--- config.mk ---
export PLATFORM = sky130hd
export DESIGN_NAME = gpu_command_stream_parser
export DESIGN_NICKNAME = d
export VERILOG_FILES = /design/src/rtl/gcsp_pkg.sv /design/src/rtl/gpu_command_stream_parser.sv
export SDC_FILE = /design/constraint.sdc
export NUM_CORES = 1
export LEC_CHECK = 0
export BUFFER_PORTS_ARGS = -buffer_cell sky130_fd_sc_hd__clkbuf_2
export CELL_PAD_IN_SITES_DETAIL_PLACEMENT = 1
export CELL_PAD_IN_SITES_GLOBAL_PLACEMENT = 1
export CORE_MARGIN = 2
export CORE_UTILIZATION = 50
export CTS_CLUSTER_SIZE = 40
export DETAILED_ROUTE_END_ITERATION = 8
export GPL_ROUTABILITY_DRIVEN = 0
export HOLD_SLACK_MARGIN = 0.1
export MAX_ROUTING_LAYER = met4
export PLACE_DENSITY = 0.82
export SLEW_MARGIN = 10
export SYNTH_ARGS = -nofsm -noshare
export SYNTH_HDL_FRONTEND = slang
export SYNTH_SLANG_ARGS = --single-unit
--- constraint.sdc ---
create_clock -name clk -period 7.5 [get_ports clk]
set_input_delay 1.5 -clock clk [delete_from_list [all_inputs] [get_ports clk]]
set_output_delay 1.5 -clock clk [all_outputs]
set_load 0.05 [all_outputs]
--- src/rtl/gcsp_pkg.sv ---
// ----------------------------------------------------------------------------
// gcsp_pkg
// Shared codes and types for the GPU command stream parser: result kinds,
// command opcodes, field widths and the result record.
// ----------------------------------------------------------------------------
package gcsp_pkg;

    localparam int WORD_W  = 32;
    localparam int INDEX_W = 16;
    localparam int REG_W   = 17;
    localparam int COUNT_W = 10;
    localparam int WORDS_W = 11;
    localparam int SLOT_W  = 3;
    localparam int KIND_W  = 2;
    localparam int OP_W    = 5;

    // Result kinds.
    localparam logic [KIND_W-1:0] KIND_WRITE = 2'd0;
    localparam logic [KIND_W-1:0] KIND_FILL  = 2'd1;
    localparam logic [KIND_W-1:0] KIND_DRAW  = 2'd2;
    localparam logic [KIND_W-1:0] KIND_ERROR = 2'd3;

    // Command opcodes (header bits 31:27).
    localparam logic [OP_W-1:0] OP_NOP0       = 5'd0;
    localparam logic [OP_W-1:0] OP_LOAD_STATE = 5'd1;
    localparam logic [OP_W-1:0] OP_FILL_STATE = 5'd2;
    localparam logic [OP_W-1:0] OP_NOP3       = 5'd3;
    localparam logic [OP_W-1:0] OP_DRAW_IDX   = 5'd5;
    localparam logic [OP_W-1:0] OP_DRAW_6     = 5'd6;
    localparam logic [OP_W-1:0] OP_NOP9       = 5'd9;

    // Last slot of the two draw record lengths.
    localparam logic [SLOT_W-1:0] DRAW_LAST_SHORT = 3'd3;
    localparam logic [SLOT_W-1:0] DRAW_LAST_LONG  = 3'd5;

    typedef struct packed {
        logic [KIND_W-1:0] kind;
        logic [REG_W-1:0]  reg_index;
        logic [WORD_W-1:0] value;
        logic              clear_vertex_first;
        logic [SLOT_W-1:0] draw_slot;
        logic              draw_end;
        logic              last_of_item;
    } result_t;

    localparam result_t RESULT_NONE = '0;

endpackage

--- src/rtl/gpu_command_stream_parser.sv ---
// ----------------------------------------------------------------------------
// gpu_command_stream_parser
// Decodes a GPU command stream one word per item into state writes, fill
// requests, draw words and errors, through a two-entry result queue.
// ----------------------------------------------------------------------------
// A result is written into the result queue when its item is accepted.
// Throughput: one item per cycle while the output is taken every cycle; an
// item that causes two results (the end of an indexed draw, or the header
// second word of a draw) holds the input while the second result drains
// from the two-entry result queue.
// Reset clears the parse state, the queue and the registers to their defaults.
module gpu_command_stream_parser
    import gcsp_pkg::*;
(
    input  logic               clk,
    input  logic               rst_n,
    // command word input
    input  logic               in_valid,
    output logic               in_stall,
    input  logic [WORD_W-1:0]  cmd_word,
    // result output
    output logic               out_valid,
    input  logic               out_stall,
    output logic [KIND_W-1:0]  kind,
    output logic [REG_W-1:0]   reg_index,
    output logic [WORD_W-1:0]  value,
    output logic               clear_vertex_first,
    output logic [SLOT_W-1:0]  draw_slot,
    output logic               draw_end,
    output logic               last_of_item,
    // configuration port
    input  logic               psel,
    input  logic               penable,
    input  logic               pwrite,
    input  logic [2:0]         paddr,
    input  logic [31:0]        pwdata,
    output logic [31:0]        prdata,
    output logic               pready
);

    localparam logic [2:0] PH_HDR0 = 3'd0;
    localparam logic [2:0] PH_HDR1 = 3'd1;
    localparam logic [2:0] PH_LOAD = 3'd2;
    localparam logic [2:0] PH_PAD  = 3'd3;
    localparam logic [2:0] PH_DRAW = 3'd4;
    localparam logic [2:0] PH_HALT = 3'd5;

    localparam logic REG_VERTEX_BLOCK  = 1'b0;
    localparam logic REG_INDEX_CONTROL = 1'b1;

    localparam logic [INDEX_W-1:0] VERTEX_BLOCK_RESET = 16'd384;

    // Configuration registers.
    logic [INDEX_W-1:0] vertex_block_index_reg;
    logic [INDEX_W-1:0] index_control_index_reg;

    // Parse state.
    logic [2:0]         phase_reg,       phase_next;
    logic [WORD_W-1:0]  header_word_reg, header_word_next;
    logic [REG_W-1:0]   next_index_reg,  next_index_next;
    logic [WORDS_W-1:0] words_left_reg,  words_left_next;
    logic               pad_pending_reg, pad_pending_next;
    logic               draw_kind_reg,   draw_kind_next;
    logic [SLOT_W-1:0]  draw_pos_reg,    draw_pos_next;

    // Result queue.
    result_t            queue_reg [2];
    logic               rd_ptr_reg;
    logic               wr_ptr_reg;
    logic [1:0]         count_reg;

    result_t            res0;
    result_t            res1;
    logic [1:0]         n_res;
    logic               in_accept;
    logic               out_pop;
    logic [1:0]         push_n;

    logic               cfg_write;
    logic [OP_W-1:0]    opcode;
    logic [COUNT_W-1:0] count_field;
    logic [INDEX_W-1:0] addr_field;
    logic [WORDS_W-1:0] load_left;
    logic [WORDS_W-1:0] words_dec;
    logic [SLOT_W-1:0]  draw_last;
    logic               draw_done;

    assign pready    = 1'b1;
    assign cfg_write = psel & penable & pwrite;

    always_comb
    begin
        unique case (paddr[2])
            REG_VERTEX_BLOCK:  prdata = {16'd0, vertex_block_index_reg};
            REG_INDEX_CONTROL: prdata = {16'd0, index_control_index_reg};
            default:           prdata = '0;
        endcase
    end

    always_ff @(posedge clk or negedge rst_n)
    begin
        if (!rst_n)
        begin
            vertex_block_index_reg  <= VERTEX_BLOCK_RESET;
            index_control_index_reg <= '0;
        end
        else if (cfg_write)
        begin
            unique case (paddr[2])
                REG_VERTEX_BLOCK:  vertex_block_index_reg  <= pwdata[INDEX_W-1:0];
                REG_INDEX_CONTROL: index_control_index_reg <= pwdata[INDEX_W-1:0];
                default: ;
            endcase
        end
    end

    // Handshakes. The queue must have room for two results after this cycle's pop.
    assign out_valid = (count_reg != 2'd0);
    assign out_pop   = out_valid & ~out_stall;
    assign in_stall  = ~((count_reg == 2'd0) | ((count_reg == 2'd1) & out_pop));
    assign in_accept = in_valid & ~in_stall;

    assign opcode      = header_word_reg[31:27];
    assign count_field = header_word_reg[25:16];
    assign addr_field  = header_word_reg[15:0];
    assign load_left   = {1'b0, count_field} - 11'd1;
    assign words_dec   = words_left_reg - 11'd1;
    assign draw_last   = draw_kind_reg ? DRAW_LAST_LONG : DRAW_LAST_SHORT;
    assign draw_done   = (draw_pos_reg >= draw_last);

    always_comb
    begin
        phase_next       = phase_reg;
        header_word_next = header_word_reg;
        next_index_next  = next_index_reg;
        words_left_next  = words_left_reg;
        pad_pending_next = pad_pending_reg;
        draw_kind_next   = draw_kind_reg;
        draw_pos_next    = draw_pos_reg;
        res0             = RESULT_NONE;
        res1             = RESULT_NONE;
        n_res            = 2'd0;

        unique case (phase_reg)
            PH_HDR0:
            begin
                header_word_next = cmd_word;
                phase_next       = PH_HDR1;
            end
            PH_HDR1:
            begin
                case (opcode) inside
                    OP_NOP0, OP_NOP3, OP_NOP9:
                    begin
                        phase_next = PH_HDR0;
                    end
                    OP_LOAD_STATE:
                    begin
                        n_res = 2'd1;
                        if (count_field == '0)
                        begin
                            res0.kind  = KIND_ERROR;
                            res0.value = header_word_reg;
                            phase_next = PH_HALT;
                        end
                        else
                        begin
                            res0.kind               = KIND_WRITE;
                            res0.reg_index          = {1'b0, addr_field};
                            res0.value              = cmd_word;
                            res0.clear_vertex_first = (addr_field == vertex_block_index_reg);
                            next_index_next  = {1'b0, addr_field} + 17'd1;
                            words_left_next  = load_left;
                            pad_pending_next = load_left[0];
                            phase_next       = (load_left != '0) ? PH_LOAD : PH_HDR0;
                        end
                    end
                    OP_FILL_STATE:
                    begin
                        n_res      = 2'd1;
                        res0.kind  = KIND_FILL;
                        phase_next = PH_HDR0;
                    end
                    OP_DRAW_IDX, OP_DRAW_6:
                    begin
                        n_res           = 2'd2;
                        res0.kind       = KIND_DRAW;
                        res0.value      = header_word_reg;
                        res1.kind       = KIND_DRAW;
                        res1.value      = cmd_word;
                        res1.draw_slot  = 3'd1;
                        draw_kind_next  = (opcode == OP_DRAW_6);
                        draw_pos_next   = 3'd2;
                        phase_next      = PH_DRAW;
                    end
                    default:
                    begin
                        n_res      = 2'd1;
                        res0.kind  = KIND_ERROR;
                        res0.value = header_word_reg;
                        phase_next = PH_HALT;
                    end
                endcase
            end
            PH_LOAD:
            begin
                n_res           = 2'd1;
                res0.kind       = KIND_WRITE;
                res0.reg_index  = next_index_reg;
                res0.value      = cmd_word;
                next_index_next = next_index_reg + 17'd1;
                words_left_next = words_dec;
                if (words_dec == '0)
                begin
                    phase_next = pad_pending_reg ? PH_PAD : PH_HDR0;
                end
            end
            PH_PAD:
            begin
                pad_pending_next = 1'b0;
                phase_next       = PH_HDR0;
            end
            PH_DRAW:
            begin
                n_res          = 2'd1;
                res0.kind      = KIND_DRAW;
                res0.value     = cmd_word;
                res0.draw_slot = draw_pos_reg;
                res0.draw_end  = draw_done;
                if (draw_done)
                begin
                    // The short record is followed by clearing index-stream control.
                    if (!draw_kind_reg)
                    begin
                        n_res          = 2'd2;
                        res1.kind      = KIND_WRITE;
                        res1.reg_index = {1'b0, index_control_index_reg};
                    end
                    draw_pos_next = 3'd0;
                    phase_next    = PH_HDR0;
                end
                else
                begin
                    draw_pos_next = draw_pos_reg + 3'd1;
                end
            end
            default: ;
        endcase

        res0.last_of_item = (n_res == 2'd1);
        res1.last_of_item = 1'b1;
    end

    assign push_n = in_accept ? n_res : 2'd0;

    always_ff @(posedge clk or negedge rst_n)
    begin
        if (!rst_n)
        begin
            phase_reg       <= PH_HDR0;
            header_word_reg <= '0;
            next_index_reg  <= '0;
            words_left_reg  <= '0;
            pad_pending_reg <= 1'b0;
            draw_kind_reg   <= 1'b0;
            draw_pos_reg    <= '0;
            rd_ptr_reg      <= 1'b0;
            wr_ptr_reg      <= 1'b0;
            count_reg       <= '0;
        end
        else
        begin
            if (in_accept)
            begin
                phase_reg       <= phase_next;
                header_word_reg <= header_word_next;
                next_index_reg  <= next_index_next;
                words_left_reg  <= words_left_next;
                pad_pending_reg <= pad_pending_next;
                draw_kind_reg   <= draw_kind_next;
                draw_pos_reg    <= draw_pos_next;
            end
            rd_ptr_reg <= rd_ptr_reg ^ out_pop;
            wr_ptr_reg <= wr_ptr_reg ^ push_n[0];
            count_reg  <= count_reg - {1'b0, out_pop} + push_n;
        end
    end

    always_ff @(posedge clk)
    begin
        if (push_n != 2'd0)
        begin
            queue_reg[wr_ptr_reg] <= res0;
        end
        if (push_n == 2'd2)
        begin
            queue_reg[~wr_ptr_reg] <= res1;
        end
    end

    assign kind               = queue_reg[rd_ptr_reg].kind;
    assign reg_index          = queue_reg[rd_ptr_reg].reg_index;
    assign value              = queue_reg[rd_ptr_reg].value;
    assign clear_vertex_first = queue_reg[rd_ptr_reg].clear_vertex_first;
    assign draw_slot          = queue_reg[rd_ptr_reg].draw_slot;
    assign draw_end           = queue_reg[rd_ptr_reg].draw_end;
    assign last_of_item       = queue_reg[rd_ptr_reg].last_of_item;

endmodule

==> results.yml, run 1 <==
logic_synthesis:
  synthFlopType: "dfrtp_1"
  synth_edf_count: 100
  synthDistinctLibCells: 82
  syn_inst: 1025
  yosys_warnings: 0
  avgSynthCellArea_sq_um: 11.5
  syn_area_sq_um: 11800
  synth_seq_cells: 218
  yosysSeqAreaShare: 0.501
  async_flop_share: 0.477
floorplanning:
  die_w_um: 157
  initial_core_util: 0.505
  die_height_um: 157
  rows: 56
  die-area_sq_um: 24800
  ioPinCount: 166
  coreArea_sq_um: 23300
timing:
  finClkSkew_ns: 0.0120
  max_freq_mhz: 245
  slew_headroom: 0.288
  timing.final.hold_violations: 0
  rsz0062_at_grt: "false"
  min_period_ns: 4.09
  tightest_slew_ns: 1.06
  post-route-period-util: 0.545
  finalSetupViolations: 0
  holdWs_ns: 0.455
  slew_viol_final: 0
  finalSetupTns_ns: 0
setup_path:
  reg2reg_from: "phase_reg[1]"
  worstSetupStartpointType: "primary input"
  end_kind: "flop"
  worstPathRequired_ns: 7.87
  worstPathArrival_ns: 4.46
  critPathMaxFanout: 26
  critPathKind: "in -> reg"
  setup.worst_path.start: "out_stall"
detailed_routing:
  vias: 9029
  drtIter0Drc: 611
  firstDrtPassIters: 5
  avgRoutedWirePerCell_um: 23.3
  wirelength_mm: 33.8
  via_per_inst: 6.22
  ant_nets: 0
  drc: 0
global_route:
  antenna_found_initial: 0
  grt_pass1_wl_mm: 52.9
  grt_max_degree: 72
  track_usage: 0.282
  grt_pass1_vias: 9473
  overflow: 0
hold_path:
  holdCritStartpoint: "queue_reg[1][54]"
  hold_path.class: "reg -> reg"
job:
  max_cap_violations: 0
clock_network:
  cts_inserted_buffers: 25
  clock_latency_ns: 0.52
  ctsResizeCount: 0
  cts-htree-levels: 1
  path_clk_slew_ns: 0.06
  cts_setup_buffers: 0
  cts_hold_buf: 0
  cts_sinks: 218
  cts_buffer_depth: 3
  cts_root_buf: "clkbuf_16"
  cts_tree: "built"
layout:
  multi_input_area_sq_um: 5390
  largest_reg_flops: 114
  seq_area_sq_um: 5890
  drive_above_1_share: 0.307
  diodes: 0
  fin_nets: 1199
  final_core_util: 0.573
  fillerInstances: 2476
  area_delta_synth_final_pct: 13.4
  final_cells: 1451
place:
  port_buffers: 130
  place_hpwl_mm: 22.0
  dp_cells: 1406
power_and_ir_drop:
  p_int_uw: 3030
  power.switching_uw: 2300
  p_per_area_nw_per_um2: 399
  seqPwrFrac: 0.373
  pwr-share-comb: 0.389
  p_leak_uw: 0.00516
  clockPowerShare: 0.238
  swShare: 0.431
  ir_drop_mv: 0.265
run_status:
  status: "complete, no violations"
==> area by class of cell <==
| type | count | share of cell area |
|---|---|---|
| Clock buffer | 34 | 0.0532 |
| Clock inverter | 11 | 0.0103 |
| Inverter | 17 | 0.00479 |
| Multi-Input combinational cell | 711 | 0.405 |
| Sequential cell | 218 | 0.442 |
| Tap cell | 319 | 0.0299 |
| Timing Repair Buffer | 141 | 0.0552 |
==> power by group through the flow <==
stage / Clock, uW / Sequential, uW / Combinational [uW]
after floorplan: 0 / 1740 / 1770
after global placement: 0 / 1970 / 2000
after detailed placement: 0 / 2000 / 2050
after CTS: 1280 / 1980 / 2070
after global routing: 1320 / 2030 / 2230
final: 1270 / 1990 / 2070
==> stage by stage <==
stage               total power [uW]  worst slack, ns  area (sq um)
global route                    5580             3.35         13300
detailed placement              4040             2.98         12500
finish                          5320             3.41         13300
CTS                             5330             3.43         13300
global placement                3970             3.11         12500
floorplan                       3510             3.37         11800
==> worst max-delay path, cell delays in order <==
cell,delay (ns)
clkbuf_2,0.09
a21oi_1,0.35
nand2_1,0.33
nor2_1,0.45
o21ai_4,0.39
o21ai_2,0.66
buf_4,0.43
a22o_1,0.22
==> path summary, 6_finish.rpt <==
check / cells past startpoint / slack [ns] / end
min reg2reg: 2 / 0.45 / queue_reg[1][54]
max reg2reg: 11 / 3.65 / next_index_reg[14]
max in group asynchronous: 2 / 5.10 / rd_ptr_reg
max: 8 / 3.41 / queue_reg[0][33]
min in group asynchronous: 1 / 1.02 / header_word_reg[26]
min: 2 / 0.45 / queue_reg[1][54]
==> layout by cell type (no fill, tap or decap), drive strengths merged, types with 5 or more instances in the layout <==
master | Yosys | routed
clkbuf | 40 | 163
mux2 | 138 | 138
dfrtp | 102 | 102
edfxtp | 100 | 100
nand2 | 75 | 75
a22o | 56 | 56
a21oi | 47 | 47
nor2 | 44 | 44
o21ai | 41 | 41
o2bb2ai | 36 | 36
nand3 | 25 | 25
nor3 | 23 | 23
inv | 17 | 18
xor2 | 17 | 17
conb | 2 | 17
a22oi | 16 | 16
xnor2 | 15 | 15
dfxtp | 14 | 14
o22ai | 12 | 12
buf | 54 | 12
ha | 11 | 11
nor3b | 10 | 10
a32o | 9 | 9
nor4 | 9 | 9
nand4 | 8 | 8
mux2i | 7 | 7
and2 | 7 | 7
a21o | 7 | 7
or4 | 6 | 6
o21a | 5 | 5
a2bb2oi | 5 | 5
o31ai | 5 | 5
a211oi | 5 | 5
clkinv | 0 | 5
==> cell usage after synthesis, drive strengths merged (4+ instances only) <==
library cell	count	area (sq um)
a211oi	5	42.5
a21o	7	52.6
a21oi	47	235
a22o	56	490
a22oi	16	130
a2bb2oi	5	43.8
a31oi	4	25.0
a32o	9	90.1
and2	7	43.8
and3	4	25.0
buf	54	340
clkbuf	40	150
dfrtp	102	2550
dfxtp	14	280
edfxtp	100	3000
ha	11	138
inv	17	63.8
mux2	138	1550
mux2i	7	70.1
nand2	75	289
nand3	25	125
nand4	8	50.1
nor2	44	200
nor2b	4	25.0
nor3	23	135
nor3b	10	91.3
nor4	9	56.3
o21a	5	37.5
o21ai	41	224
o22ai	12	75.1
o2bb2ai	36	315
o31ai	5	51.3
or3	4	30.0
or4	6	48.8
xnor2	15	131
xor2	17	149
==> cells by family (layout without fill, tap and decap cells) <==
logic type               after synthesis  in the layout  synth area share
AO/OA/AOI/OAI                        273            273             0.173
XOR/XNOR                              32             32            0.0238
other                                  2             17          0.000639
multiplexers                         145            145             0.138
AND/OR/NAND/NOR                      233            233             0.105
flip-flops                           218            218             0.501
buffers and inverters                111            203            0.0471
adder cells (fa/ha/maj)               11             11            0.0117
==> layer usage <==
metal / part of all wire / GRT usage / vias to the layer above
li1: - / - / 4031
met4: 0.023 / 0.0732 / 0
met2: 0.51 / 0.483 / 294
met1: 0.41 / 0.354 / 4642
met5: 0 / - / -
met3: 0.053 / 0.0399 / 62
Power figures use the tool's default switching activity.
==> inputs of run 2 (changes only) <==
Settings changed: CORE_UTILIZATION 50 to 46, PLACE_DENSITY 0.82 to 0.76.
Clock period 7.5 ns to 3.87 ns, I/O delays scaled along.
==> results.yml, run 2 (synthesis gave the netlist of run 1 again) <==
run_status:
  status: "complete, no violations"
job:
  max_cap_violations: 0
layout:
  largest_reg_flops: 114
  diodes: 0
  fin_nets: 1222
  seq_area_sq_um: 5890
  drive_above_1_share: 0.320
  final_common_cell: "mux2_2"
  fillerInstances: 2662
  multi_input_area_sq_um: 5390
  mostFrequentLayoutCells: "mux2_2 (137), clkbuf_2 (129), dfrtp_1 (101)"
  area_delta_synth_final_pct: 14.6
  final_core_util: 0.537
power_and_ir_drop:
  p_leak_uw: 0.00526
  ir_drop_mv: 0.542
  p_per_area_nw_per_um2: 756
setup_path:
  setup.worst_path.start: "phase_reg[1]"
  reg2reg_from: "phase_reg[1]"
  worstSetupStartpointType: "flop"
  end_kind: "flop"
  critPathKind: "reg -> reg"
  critPathMaxFanout: 40
  worstPathArrival_ns: 3.52
  worstPathRequired_ns: 4.25
timing:
  rsz0062_at_grt: "false"
  min_period_ns: 3.14
  slew_headroom: 0.522
  holdWs_ns: 0.247
  finalSetupTns_ns: 0
  timing.final.hold_violations: 0
  finClkSkew_ns: 0.0319
  max_freq_mhz: 318
  finalSetupViolations: 0
  slew_viol_final: 0
  post-route-period-util: 0.812
  tightest_slew_ns: 0.718
global_route:
  antenna_found_initial: 0
  grt_pass1_vias: 9394
  grt_pass1_wl_mm: 52.7
  overflow: 0
  track_usage: 0.259
  grt_max_degree: 56
clock_network:
  path_clk_slew_ns: 0.06
  cts_tree: "built"
  cts-htree-levels: 1
  cts_buffer_depth: 3
  cts_root_buf: "clkbuf_16"
  cts_setup_buffers: 0
  cts_hold_buf: 0
  ctsResizeCount: 0
  cts_inserted_buffers: 25
  clock_latency_ns: 0.55
  cts_sinks: 218
place:
  port_buffers: 130
  place_hpwl_mm: 23.1
detailed_routing:
  drtIter0Drc: 622
  drc: 0
  avgRoutedWirePerCell_um: 22.6
  ant_nets: 0
  firstDrtPassIters: 5
  wirelength_mm: 33.6
  via_per_inst: 6.06
  vias: 8993
floorplanning:
  die_height_um: 164
  rows: 58
  coreArea_sq_um: 25100
  ioPinCount: 166
  initial_core_util: 0.468
  die-area_sq_um: 26900
  die_w_um: 164
hold_path:
  hold_path.class: "in -> async"
==> run 2: worst paths after layout <==
path / endpoint / slack, ns / cells after the start
max: next_index_reg[14] / 0.73 / 8
min: draw_pos_reg[0] / 0.25 / 1
max reg2reg: next_index_reg[14] / 0.73 / 8
min in group clk: queue_reg[1][55] / 0.46 / 2
min reg2reg: queue_reg[1][55] / 0.46 / 2
max in group asynchronous: vertex_block_index_reg[7] / 2.83 / 2
==> run 2: worst max-delay path: stages, from the launching register on <==
cell and delay (ns):
dfrtp_1 0.60, nor3b_4 0.40, buf_4 0.42, buf_4 0.44, nand4_1 0.21, a22oi_2 0.21
a21bo_1 0.26, a2111oi_2 0.33, a311oi_1 0.08
==> run 2: layer usage <==
metal | track usage | share of wire
met1 | 0.321 | 0.42
met2 | 0.443 | 0.51
met3 | 0.0336 | 0.042
met4 | 0.0785 | 0.027
met5 | - | 0
==> run 2: power by group <==
group          internal, uW  switching [uW]  total [uW]
sequential             3010             894        3910
clock                  1270             986        2260
combinational          1430            2590        4020
==> run 2: per-stage QoR <==
stage	power [uW]	setup slack, ns	area [sq um]	instances
2_1_floorplan	6800	0.505	11800	1040
3_3_place_gp	7790	0.829	12700	1440
3_5_place_dp	7940	0.708	12700	1440
4_1_cts	10200	0.717	13500	1485
5_1_grt	10700	0.461	13500	1485
6_report	10200	0.728	13500	1485
==> run 2: cell type report <==
class	count	area share
flip-flops and latches	218	0.437
multi-input cells	711	0.400
repair buffers	164	0.0702
clock buffers	33	0.0516
well taps	330	0.0306
clock inverters	12	0.00604
inverters	17	0.00474
